==> src/rtl/http_chunked_stream_decoder_core_assert.svh <==
// Assertion macros for the chunked stream decoder.
// Each macro takes a label, the clock, the active-low reset and two expressions.
`ifndef HTTP_CHUNKED_STREAM_DECODER_CORE_ASSERT_SVH
`define HTTP_CHUNKED_STREAM_DECODER_CORE_ASSERT_SVH
`ifndef SYNTHESIS
`define HCSD_ASSERT_SAME(label, clk, rst_n, cond, prop) \
    label: assert property (@(posedge clk) disable iff (!rst_n) (cond) |-> (prop)) \
        else $error("hcsd assertion failed");
`define HCSD_ASSERT_NEXT(label, clk, rst_n, cond, prop) \
    label: assert property (@(posedge clk) disable iff (!rst_n) (cond) |=> (prop)) \
        else $error("hcsd assertion failed");
`else
`define HCSD_ASSERT_SAME(label, clk, rst_n, cond, prop)
`define HCSD_ASSERT_NEXT(label, clk, rst_n, cond, prop)
`endif
`endif

==> src/rtl/hcsd_pkg.sv <==
package hcsd_pkg;

    localparam int SIZE_BITS = 32;
    localparam logic [SIZE_BITS-1:0] SIZE_MAX = {SIZE_BITS{1'b1}};
    localparam logic [SIZE_BITS-1:0] SIZE_TWO = SIZE_BITS'(2);

    localparam logic [3:0] PREFIX_LEN  = 4'd9;
    localparam logic [4:0] PATTERN_LEN = 5'd26;
    localparam logic [4:0] PATTERN_E_POS = 5'd9;

    localparam logic [9:0]  STATUS_OK        = 10'd200;
    localparam logic [9:0]  STATUS_UNAUTH    = 10'd401;
    localparam logic [9:0]  STATUS_NOT_FOUND = 10'd404;
    localparam logic [13:0] STATUS_SAT       = 14'd999;

    localparam logic [7:0] CH_CR    = 8'h0D;
    localparam logic [7:0] CH_LF    = 8'h0A;
    localparam logic [7:0] CH_SPACE = 8'h20;
    localparam logic [7:0] CH_T     = 8'h54;
    localparam logic [7:0] CH_LOW_E = 8'h65;

    typedef enum logic [2:0] {
        PH_PREFIX = 3'd0,
        PH_CODE   = 3'd1,
        PH_HEADER = 3'd2,
        PH_SIZE   = 3'd3,
        PH_DATA   = 3'd4,
        PH_HALT   = 3'd5
    } phase_t;

    typedef enum logic [1:0] {
        EV_PAYLOAD    = 2'd0,
        EV_HDR_OK     = 2'd1,
        EV_HDR_ERROR  = 2'd2,
        EV_CONFIG_END = 2'd3
    } ev_kind_t;

    typedef enum logic [1:0] {
        ERR_NONE      = 2'd0,
        ERR_PROTOCOL  = 2'd1,
        ERR_AUTH      = 2'd2,
        ERR_NOT_FOUND = 2'd3
    } err_code_t;

    typedef enum logic {
        CFG_REQUIRE_CHUNKED   = 1'b0,
        CFG_FALLBACK_ON_ERROR = 1'b1
    } cfg_reg_t;

    // One input word's results: nl_count newline bytes, then the main result.
    typedef struct packed {
        logic [1:0] nl_count;
        ev_kind_t   kind;
        logic [7:0] data;
        err_code_t  err;
        logic       backup;
    } res_desc_t;

    function automatic logic [7:0] status_char(input logic [3:0] pos);
        logic [7:0] ch;
        case (pos)
            4'd0:    ch = "H";
            4'd1:    ch = "T";
            4'd2:    ch = "T";
            4'd3:    ch = "P";
            4'd4:    ch = "/";
            4'd5:    ch = "1";
            4'd6:    ch = ".";
            4'd7:    ch = "1";
            4'd8:    ch = " ";
            default: ch = 8'h00;
        endcase
        return ch;
    endfunction

    function automatic logic [7:0] pattern_char(input logic [4:0] pos);
        logic [7:0] ch;
        case (pos)
            5'd0:    ch = "T";
            5'd1:    ch = "r";
            5'd2:    ch = "a";
            5'd3:    ch = "n";
            5'd4:    ch = "s";
            5'd5:    ch = "f";
            5'd6:    ch = "e";
            5'd7:    ch = "r";
            5'd8:    ch = "-";
            5'd9:    ch = "E";
            5'd10:   ch = "n";
            5'd11:   ch = "c";
            5'd12:   ch = "o";
            5'd13:   ch = "d";
            5'd14:   ch = "i";
            5'd15:   ch = "n";
            5'd16:   ch = "g";
            5'd17:   ch = ":";
            5'd18:   ch = " ";
            5'd19:   ch = "c";
            5'd20:   ch = "h";
            5'd21:   ch = "u";
            5'd22:   ch = "n";
            5'd23:   ch = "k";
            5'd24:   ch = "e";
            5'd25:   ch = "d";
            default: ch = 8'h00;
        endcase
        return ch;
    endfunction

    // Returns {valid, nibble}.
    function automatic logic [4:0] hex_nibble(input logic [7:0] c);
        logic [4:0] r;
        if (c >= "0" && c <= "9") begin
            r = {1'b1, c[3:0]};
        end else if ((c >= "a" && c <= "f") || (c >= "A" && c <= "F")) begin
            r = {1'b1, c[3:0] + 4'd9};
        end else begin
            r = 5'd0;
        end
        return r;
    endfunction

endpackage

==> src/rtl/hcsd_parser.sv <==
module hcsd_parser (
    input  logic                  clk,
    input  logic                  rst_n,
    input  logic                  step,
    input  logic [7:0]            data_byte,
    input  logic                  require_chunked,
    input  logic                  fallback_on_error,
    output logic                  emit,
    output hcsd_pkg::res_desc_t   desc
);
    import hcsd_pkg::*;

    phase_t               phase_reg, phase_next;
    logic [3:0]           prefix_pos_reg, prefix_pos_next;
    logic [9:0]           status_reg, status_next;
    logic                 digit_seen_reg, digit_seen_next;
    logic [2:0]           blank_reg, blank_next;
    logic [4:0]           pattern_pos_reg, pattern_pos_next;
    logic                 chunked_reg, chunked_next;
    logic [SIZE_BITS-1:0] chunk_reg, chunk_next;
    logic [1:0]           flags_reg, flags_next;
    logic [1:0]           held_reg, held_next;

    logic                 blank_hit;
    logic                 pat_match;
    logic [13:0]          status_prod;
    logic [4:0]           hex;
    logic [SIZE_BITS-1:0] chunk_dec;

    always_comb
    begin
        phase_next       = phase_reg;
        prefix_pos_next  = prefix_pos_reg;
        status_next      = status_reg;
        digit_seen_next  = digit_seen_reg;
        blank_next       = blank_reg;
        pattern_pos_next = pattern_pos_reg;
        chunked_next     = chunked_reg;
        chunk_next       = chunk_reg;
        flags_next       = flags_reg;
        held_next        = held_reg;
        emit             = 1'b0;
        desc             = '{nl_count: 2'd0, kind: EV_PAYLOAD, data: 8'h00,
                             err: ERR_NONE, backup: 1'b0};
        blank_hit        = 1'b0;
        pat_match        = 1'b0;
        status_prod      = {4'd0, status_reg} * 14'd10 + {10'd0, data_byte[3:0]};
        hex              = hex_nibble(data_byte);
        chunk_dec        = chunk_reg;

        // Blank line and chunked header tracking run through the whole header.
        if (phase_reg == PH_PREFIX || phase_reg == PH_CODE || phase_reg == PH_HEADER)
        begin
            if (data_byte == CH_CR)
            begin
                blank_next = (blank_reg == 3'd2) ? 3'd3 : 3'd1;
            end
            else if (data_byte == CH_LF)
            begin
                if (blank_reg == 3'd2 || blank_reg == 3'd3 || blank_reg == 3'd4)
                begin
                    blank_next = 3'd0;
                    blank_hit  = 1'b1;
                end
                else
                begin
                    blank_next = (blank_reg == 3'd1) ? 3'd2 : 3'd4;
                end
            end
            else
            begin
                blank_next = 3'd0;
            end

            if (!chunked_reg && pattern_pos_reg < PATTERN_LEN)
            begin
                pat_match = (data_byte == pattern_char(pattern_pos_reg)) ||
                            (pattern_pos_reg == PATTERN_E_POS && data_byte == CH_LOW_E);
                if (pat_match)
                begin
                    pattern_pos_next = pattern_pos_reg + 5'd1;
                end
                else
                begin
                    pattern_pos_next = (data_byte == CH_T) ? 5'd1 : 5'd0;
                end
                if (pattern_pos_next >= PATTERN_LEN)
                begin
                    chunked_next = 1'b1;
                end
            end
        end

        unique case (phase_reg)
            PH_PREFIX:
            begin
                if (prefix_pos_reg < PREFIX_LEN && data_byte == status_char(prefix_pos_reg))
                begin
                    prefix_pos_next = prefix_pos_reg + 4'd1;
                    if (prefix_pos_next >= PREFIX_LEN)
                    begin
                        phase_next = PH_CODE;
                    end
                end
                else
                begin
                    emit        = 1'b1;
                    desc.kind   = EV_HDR_ERROR;
                    desc.err    = ERR_PROTOCOL;
                    phase_next  = PH_HALT;
                end
            end
            PH_CODE:
            begin
                if (data_byte >= "0" && data_byte <= "9")
                begin
                    status_next     = (status_prod > STATUS_SAT) ? STATUS_SAT[9:0]
                                                                 : status_prod[9:0];
                    digit_seen_next = 1'b1;
                end
                else if (!digit_seen_reg)
                begin
                    if (data_byte != CH_SPACE)
                    begin
                        emit       = 1'b1;
                        desc.kind  = EV_HDR_ERROR;
                        desc.err   = ERR_PROTOCOL;
                        phase_next = PH_HALT;
                    end
                end
                else if (status_reg == STATUS_OK)
                begin
                    phase_next = PH_HEADER;
                end
                else
                begin
                    emit        = 1'b1;
                    desc.kind   = EV_HDR_ERROR;
                    desc.backup = fallback_on_error;
                    if (status_reg == STATUS_UNAUTH)
                    begin
                        desc.err = ERR_AUTH;
                    end
                    else if (status_reg == STATUS_NOT_FOUND)
                    begin
                        desc.err = ERR_NOT_FOUND;
                    end
                    else
                    begin
                        desc.err = ERR_PROTOCOL;
                    end
                    phase_next = PH_HALT;
                end
            end
            PH_HEADER:
            begin
                if (blank_hit)
                begin
                    emit = 1'b1;
                    if (require_chunked && !chunked_next)
                    begin
                        desc.kind  = EV_HDR_ERROR;
                        desc.err   = ERR_PROTOCOL;
                        phase_next = PH_HALT;
                    end
                    else
                    begin
                        desc.kind  = EV_HDR_OK;
                        phase_next = PH_SIZE;
                        chunk_next = '0;
                        flags_next = 2'b00;
                    end
                end
            end
            PH_SIZE:
            begin
                if (data_byte == CH_LF && flags_reg[1])
                begin
                    // Count the two closing bytes along with the payload.
                    chunk_next = (chunk_reg > (SIZE_MAX - SIZE_TWO)) ? SIZE_MAX
                                                                     : chunk_reg + SIZE_TWO;
                    flags_next = 2'b00;
                    phase_next = PH_DATA;
                end
                else
                begin
                    if (hex[4] && !flags_reg[0])
                    begin
                        chunk_next = (chunk_reg[SIZE_BITS-1 -: 4] != 4'd0) ? SIZE_MAX
                                   : {chunk_reg[SIZE_BITS-5:0], hex[3:0]};
                        flags_next[0] = flags_reg[0];
                    end
                    else
                    begin
                        flags_next[0] = 1'b1;
                    end
                    flags_next[1] = (data_byte == CH_CR);
                end
            end
            PH_DATA:
            begin
                if (chunk_reg > SIZE_TWO)
                begin
                    if (data_byte == CH_LF)
                    begin
                        if (held_reg == 2'd3)
                        begin
                            held_next = 2'd0;
                            emit      = 1'b1;
                            desc.kind = EV_CONFIG_END;
                        end
                        else
                        begin
                            held_next = held_reg + 2'd1;
                        end
                    end
                    else
                    begin
                        // Flush held newlines ahead of this byte.
                        emit          = 1'b1;
                        desc.nl_count = held_reg;
                        desc.kind     = EV_PAYLOAD;
                        desc.data     = data_byte;
                        held_next     = 2'd0;
                    end
                end
                if (chunk_reg != '0)
                begin
                    chunk_dec = chunk_reg - SIZE_BITS'(1);
                end
                chunk_next = chunk_dec;
                if (chunk_dec == '0)
                begin
                    phase_next = PH_SIZE;
                    flags_next = 2'b00;
                end
            end
            default:
            begin
                // Halted: drop every word until reset.
            end
        endcase
    end

    always_ff @(posedge clk or negedge rst_n)
    begin
        if (!rst_n)
        begin
            phase_reg       <= PH_PREFIX;
            prefix_pos_reg  <= 4'd0;
            status_reg      <= 10'd0;
            digit_seen_reg  <= 1'b0;
            blank_reg       <= 3'd0;
            pattern_pos_reg <= 5'd0;
            chunked_reg     <= 1'b0;
            chunk_reg       <= '0;
            flags_reg       <= 2'b00;
            held_reg        <= 2'd0;
        end
        else if (step)
        begin
            phase_reg       <= phase_next;
            prefix_pos_reg  <= prefix_pos_next;
            status_reg      <= status_next;
            digit_seen_reg  <= digit_seen_next;
            blank_reg       <= blank_next;
            pattern_pos_reg <= pattern_pos_next;
            chunked_reg     <= chunked_next;
            chunk_reg       <= chunk_next;
            flags_reg       <= flags_next;
            held_reg        <= held_next;
        end
    end

endmodule

==> src/rtl/hcsd_out.sv <==
module hcsd_out (
    input  logic                  clk,
    input  logic                  rst_n,
    input  logic                  load,
    input  hcsd_pkg::res_desc_t   desc,
    output logic                  free,
    output logic                  result_valid,
    input  logic                  result_stall,
    output logic [1:0]            event_kind,
    output logic [7:0]            payload_byte,
    output logic [1:0]            error_code,
    output logic                  use_backup,
    output logic                  last
);
    import hcsd_pkg::*;

    logic       valid_reg;
    res_desc_t  desc_reg;
    logic [1:0] nl_left_reg;
    logic       pop;
    logic       nl_pending;

    assign nl_pending = (nl_left_reg != 2'd0);
    assign pop        = valid_reg && !result_stall;
    assign free       = !valid_reg || (pop && !nl_pending);

    assign result_valid = valid_reg;
    assign event_kind   = nl_pending ? EV_PAYLOAD : desc_reg.kind;
    assign payload_byte = nl_pending ? CH_LF : desc_reg.data;
    assign error_code   = nl_pending ? ERR_NONE : desc_reg.err;
    assign use_backup   = nl_pending ? 1'b0 : desc_reg.backup;
    assign last         = !nl_pending;

    always_ff @(posedge clk or negedge rst_n)
    begin
        if (!rst_n)
        begin
            valid_reg   <= 1'b0;
            nl_left_reg <= 2'd0;
        end
        else if (load)
        begin
            valid_reg   <= 1'b1;
            nl_left_reg <= desc.nl_count;
        end
        else if (pop)
        begin
            if (nl_pending)
            begin
                nl_left_reg <= nl_left_reg - 2'd1;
            end
            else
            begin
                valid_reg <= 1'b0;
            end
        end
    end

    always_ff @(posedge clk)
    begin
        if (load)
        begin
            desc_reg <= desc;
        end
    end

endmodule

==> src/rtl/http_chunked_stream_decoder_core.sv <==
// Chunked HTTP response decoder, one response byte per input word.
// Input channel: data_valid / data_stall carry data_byte. A word is taken
// when data_valid is high and data_stall is low.
// Result channel: result_valid / result_stall carry event_kind, payload_byte,
// error_code, use_backup and last. last marks the final result of one byte.
// Config channel: cfg_valid / cfg_ready with cfg_index and cfg_data; index 0
// is require_chunked, index 1 is fallback_on_error. cfg_ready is always high.
// A byte is registered in the input register, and its first result in the result register.
// Throughput: one byte per cycle while each byte gives at most one result
// and the receiver does not stall; a byte that flushes held newlines holds
// the result register for all its results (up to four); the input side stalls meanwhile.
// A byte that gives no result never waits on the result register.
// When the receiver stalls, the current result holds and one more byte is
// buffered in the input register before data_stall rises.
// Reset clears the parser to the status line, drops any pending result and
// sets require_chunked to 1, fallback_on_error to 0.
`include "http_chunked_stream_decoder_core_assert.svh"

module http_chunked_stream_decoder_core (
    input  logic       clk,
    input  logic       rst_n,
    input  logic       data_valid,
    output logic       data_stall,
    input  logic [7:0] data_byte,
    output logic       result_valid,
    input  logic       result_stall,
    output logic [1:0] event_kind,
    output logic [7:0] payload_byte,
    output logic [1:0] error_code,
    output logic       use_backup,
    output logic       last,
    input  logic       cfg_valid,
    output logic       cfg_ready,
    input  logic       cfg_index,
    input  logic       cfg_data
);
    import hcsd_pkg::*;

    logic       in_valid_reg;
    logic [7:0] in_byte_reg;
    logic       require_chunked_reg;
    logic       fallback_reg;
    logic       emit;
    logic       out_free;
    logic       step;
    res_desc_t  desc;

    assign cfg_ready  = 1'b1;
    assign step       = in_valid_reg && (!emit || out_free);
    assign data_stall = in_valid_reg && !step;

    always_ff @(posedge clk or negedge rst_n)
    begin
        if (!rst_n)
        begin
            in_valid_reg <= 1'b0;
        end
        else if (data_valid && !data_stall)
        begin
            in_valid_reg <= 1'b1;
        end
        else if (step)
        begin
            in_valid_reg <= 1'b0;
        end
    end

    always_ff @(posedge clk)
    begin
        if (data_valid && !data_stall)
        begin
            in_byte_reg <= data_byte;
        end
    end

    always_ff @(posedge clk or negedge rst_n)
    begin
        if (!rst_n)
        begin
            require_chunked_reg <= 1'b1;
            fallback_reg        <= 1'b0;
        end
        else if (cfg_valid && cfg_ready)
        begin
            unique case (cfg_index)
                CFG_REQUIRE_CHUNKED:   require_chunked_reg <= cfg_data;
                CFG_FALLBACK_ON_ERROR: fallback_reg        <= cfg_data;
                default:               ;
            endcase
        end
    end

    hcsd_parser u_parser (
        .clk               (clk),
        .rst_n             (rst_n),
        .step              (step),
        .data_byte         (in_byte_reg),
        .require_chunked   (require_chunked_reg),
        .fallback_on_error (fallback_reg),
        .emit              (emit),
        .desc              (desc)
    );

    hcsd_out u_out (
        .clk          (clk),
        .rst_n        (rst_n),
        .load         (step && emit),
        .desc         (desc),
        .free         (out_free),
        .result_valid (result_valid),
        .result_stall (result_stall),
        .event_kind   (event_kind),
        .payload_byte (payload_byte),
        .error_code   (error_code),
        .use_backup   (use_backup),
        .last         (last)
    );

    // A taken result that is not the last of its byte is followed by another.
    `HCSD_ASSERT_NEXT(a_more_follows, clk, rst_n, result_valid && !result_stall && !last, result_valid)
    // Only flushed newlines precede the final result of a byte.
    `HCSD_ASSERT_SAME(a_flush_is_newline, clk, rst_n, result_valid && !last, event_kind == EV_PAYLOAD && payload_byte == CH_LF)
    // A header error stands alone.
    `HCSD_ASSERT_SAME(a_error_alone, clk, rst_n, result_valid && event_kind == EV_HDR_ERROR, last)
    // The input side stalls only with a byte waiting in the input register.
    `HCSD_ASSERT_SAME(a_stall_held, clk, rst_n, data_stall, in_valid_reg && emit)

endmodule
==> config.mk <==
export PLATFORM = sky130hd
export DESIGN_NAME = http_chunked_stream_decoder_core
export DESIGN_NICKNAME = d
export VERILOG_FILES = /design/src/rtl/hcsd_pkg.sv /design/src/rtl/hcsd_parser.sv /design/src/rtl/hcsd_out.sv /design/src/rtl/http_chunked_stream_decoder_core.sv
export VERILOG_INCLUDE_DIRS = /design/src /design/src/rtl
export SDC_FILE = /design/constraint.sdc
export NUM_CORES = 1
export LEC_CHECK = 0
export BUFFER_PORTS_ARGS = -buffer_cell sky130_fd_sc_hd__buf_2
export CAP_MARGIN = 40
export CORE_MARGIN = 2
export CORE_UTILIZATION = 50
export DETAILED_ROUTE_END_ITERATION = 8
export PLACE_DENSITY = 0.67
export RECOVER_POWER = 25
export REMOVE_ABC_BUFFERS = 1
export SLEW_MARGIN = 25
export SYNTH_ARGS = -nofsm -noshare
export SYNTH_HDL_FRONTEND = slang
export SYNTH_SLANG_ARGS = --single-unit
==> constraint.sdc <==
create_clock -name clk -period 5.44 [get_ports clk]
set_input_delay 0.544 -clock clk [delete_from_list [all_inputs] [get_ports clk]]
set_output_delay 0.544 -clock clk [all_outputs]
set_load 0.03 [all_outputs]
==> results.py <==
metrics = {
    "final_layout": {
        "final_cell_count_no_fill": 1206,
        "fin_area_um2": 8640,
        "largest_register_ffs": 32,
        "layout-drive-gt1-share_pct": 8.59,
        "nNetsFinal": 1048,
        "finish.utilization_pct": 54.4,
        "syn_to_final_growth_pct": 6.00,
        "diodes": 0,
    },
    "sta": {
        "hold_viol_final": 0,
        "worst_pin_slew_ns": 2.18,
        "period_minus_slack_ns": 4.16,
        "max_freq_mhz": 240,
        "fin_setup_tns_ns": 0,
        "max_slew_margin_pct": -45.4,
        "fin_crit_sh_pct": 76.5,
        "setup_ws_ns": 1.28,
        "setup_viol": 0,
        "fin_skew_ns": 0.00921,
        "rsz0062_at_grt": "false",
        "hold_slack_ns": 0.358,
        "drv_slew": 72,
    },
    "clock_network": {
        "postCtsSetupBuffers": 0,
        "cts_tree": "built",
        "cts.path.max_buffers": 2,
        "insertion_delay_ns": 0.35,
        "cts_num_sinks": 90,
        "hold_buffers": 0,
        "cts_resized": 0,
        "h-tree-depth": 3,
        "cts_buffers": 9,
        "clk_pin_slew_ns": 0.07,
        "cts-root-buf": "clkbuf_16",
    },
    "critical_path": {
        "end_kind": "flip-flop",
        "critPathKind": "flip-flop to flip-flop",
        "crit_chain": "or4_4 > nor4_2 > nand4_1 > and2_0 > o31ai_1 > nand3_1 > nor4_4 > nor2_1 > a211o_1",
        "reg2reg_slack_ns": 1.28,
        "start_kind": "flip-flop",
        "path_delay_family": "simple AND/OR/NAND/NOR gates",
        "critPathMaxStageDelay_ns": 0.70,
        "worst_path_max_delay_cell": "nor4_2",
        "worstPathMaxFanout": 18,
        "timing.critical_path.from": "u_parser.chunk_reg[9]",
        "rr_worst_depth": 9,
        "arrival_ns": 4.40,
        "r2r_start": "u_parser.chunk_reg[9]",
        "rr_endpoint": "u_parser.phase_reg[2]",
        "worstPathRequired_ns": 5.68,
        "crit_buf_inv": 0,
    },
    "detailed_routing": {
        "drt_pass1_iterations": 5,
        "route.detailed.drc": 0,
        "ant_nets": 0,
        "wl_um": 22500,
        "first_iter_violations": 1008,
        "wl_per_cell_um": 18.7,
        "via_count": 7697,
        "viasPerCell": 6.38,
    },
    "synth": {
        "synth_cell_types": 85,
        "synth.cell_area_um2": 8150,
        "synth_cells": 1013,
        "avgSynthCellArea_um2": 8.04,
        "ys_seq_area_share_pct": 28.9,
        "synth-edff-count": 21,
        "synthArstFlopShare_pct": 76.7,
        "synth_warnings": 0,
        "ys_seq_elements": 90,
        "dominantRegCellSynth": "dfrtp_1",
    },
    "placement": {
        "preCtsSetupSlack_ns": 1.13,
        "dp_hpwl_um": 15700,
        "dp.cells": 1189,
        "gp_congestion": 0.907,
        "io_buffers": 30,
        "place_area_um2": 8370,
    },
    "floorplanning": {
        "die_w_um": 132,
        "die_area_um2": 17300,
        "std_cell_rows": 46,
        "fp.dieH_um": 132,
        "io_pins": 32,
        "start_util_pct": 51.3,
        "core_um2": 15900,
    },
    "pwr": {
        "power_density_nw_per_um2": 507,
        "power.leakage_nw": 3.41,
        "pwr-share-seq_pct": 30.7,
        "p_int_mw": 2.13,
        "p_comb_share_pct": 55.3,
        "swShare_pct": 51.3,
        "max-vdd-ir-drop_mv": 0.287,
        "total_power_mw": 4.38,
        "p_clk_share_pct": 14.0,
        "netSwitchingPower_mw": 2.25,
    },
    "grt": {
        "grt_antenna_before_repair": 0,
        "overflow": 0,
        "grt_pass1_vias": 7036,
        "grt_pass1_wl_um": 37200,
        "grt_max_degree": 40,
        "grt_use_total_pct": 26.1,
    },
    "worst_hold_path": {
        "hold_path.class": "primary input to flip-flop",
        "hold_end": "in_byte_reg[2]",
        "hold_depth": 1,
        "min_from": "data_byte[2]",
    },
    "flow_run": {
        "cap_violations": 2,
    },
    "outcome": {
        "violations": "max-capacitance violations, max-slew violations",
        "outcome": "finished with violations",
    },
}
[synth_stat cells, types with 6 or more instances]
cell       count  area [um^2]
nor4_1        21          131
a21o_1         9         67.6
clkbuf_1      74          278
a21oi_1       55          275
inv_1         38          143
nand4b_1       7         61.3
o41ai_1        8         70.1
ha_1          46          576
nand2b_1      25          156
o221ai_1      12          105
mux2_2         6         67.6
or3_1         20          125
xnor2_1       29          254
nand2_1       77          289
or4_1         14          105
a22o_1        11         96.3
and4_1         6         52.6
o2bb2ai_1      7         61.3
xor2_1        18          158
nor3b_1        9         67.6
o22a_1         8         70.1
o211ai_1       9         67.6
nor2b_1       15         93.8
nand4_1       17          106
nor3_1        24          120
nor2_1        77          289
o21ai_0       83          415
dfrtp_1       68         1700
o31ai_1       13         97.6
edfxtp_1      21          631
and2_1        23          144
a31oi_1       12         75.1
nand3_1       32          160
and3_1         9         56.3
[kinds of logic after synthesis]
family	after synthesis	share of synthesized area, %
compound gates	295	24.3
xor+xnor	47	5.05
fa+ha+maj	48	7.55
buf+inv	120	5.71
flops	90	28.9
mux	8	1.07
other cells	1	0.0460
simple gates	404	27.4
[worst reg2reg max path: cells and delay by family, from the launching register on]
family             cells  cell delay [ns]
and+or+nand+nor        7             2.91
DFF                    1             0.59
AOI/OAI and AO/OA      2             0.56
[layout by cell type, fill, tap and decap left out, types with 11 or more instances in the layout]
master    instances
a21oi_1          55
a22o_1           11
a31oi_1          12
and2_1           23
buf_2            29
dfrtp_1          68
edfxtp_1         21
ha_1             46
inv_1            38
nand2_1          77
nand2b_1         25
nand3_1          32
nand4_1          17
nor2_1           76
nor2b_1          15
nor3_1           23
nor4_1           21
o21ai_0          82
o221ai_1         12
o31ai_1          13
or3_1            20
or4_1            14
xnor2_1          29
xor2_1           18
[area by class of cell]
class,instances,area [um^2]
Inverter,38,143
Tap cell,216,270
Fill cell,1530,7250
Multi-Input combinational cell,803,5340
Sequential cell,90,2360
Clock inverter,7,58.8
Clock buffer,9,225
Timing Repair Buffer,43,246
[how the worst max path moves through the flow]
stage | endpoint | slack (ns) | cells after the start
after floorplan | u_parser.status_reg[0] | 1.42 | 9
after global placement | u_parser.status_reg[9] | 1.33 | 10
after detailed placement | u_parser.status_reg[1] | 1.13 | 10
after CTS | u_parser.status_reg[1] | 1.11 | 10
after global routing | u_parser.phase_reg[1] | 1.01 | 9
final | u_parser.phase_reg[2] | 1.28 | 9
[per-layer routing]
layer,part of all wire (%),vias up,track usage [%]
met2,43,303,38.2
li1,-,3711,-
met3,7.3,42,2.97
met4,1.8,0,7.97
met5,0,-,0
met1,48,3641,40.0
[power by group through the flow]
stage | Sequential (mW) | Combinational, mW | Clock [mW]
global placement | 1.33 | 2.37 | 0
CTS | 1.33 | 2.39 | 0.625
detailed placement | 1.34 | 2.38 | 0
global route | 1.39 | 2.68 | 0.653
floorplan | 1.21 | 1.79 | 0
finish | 1.34 | 2.42 | 0.612
(Power assumes the default switching activity.)
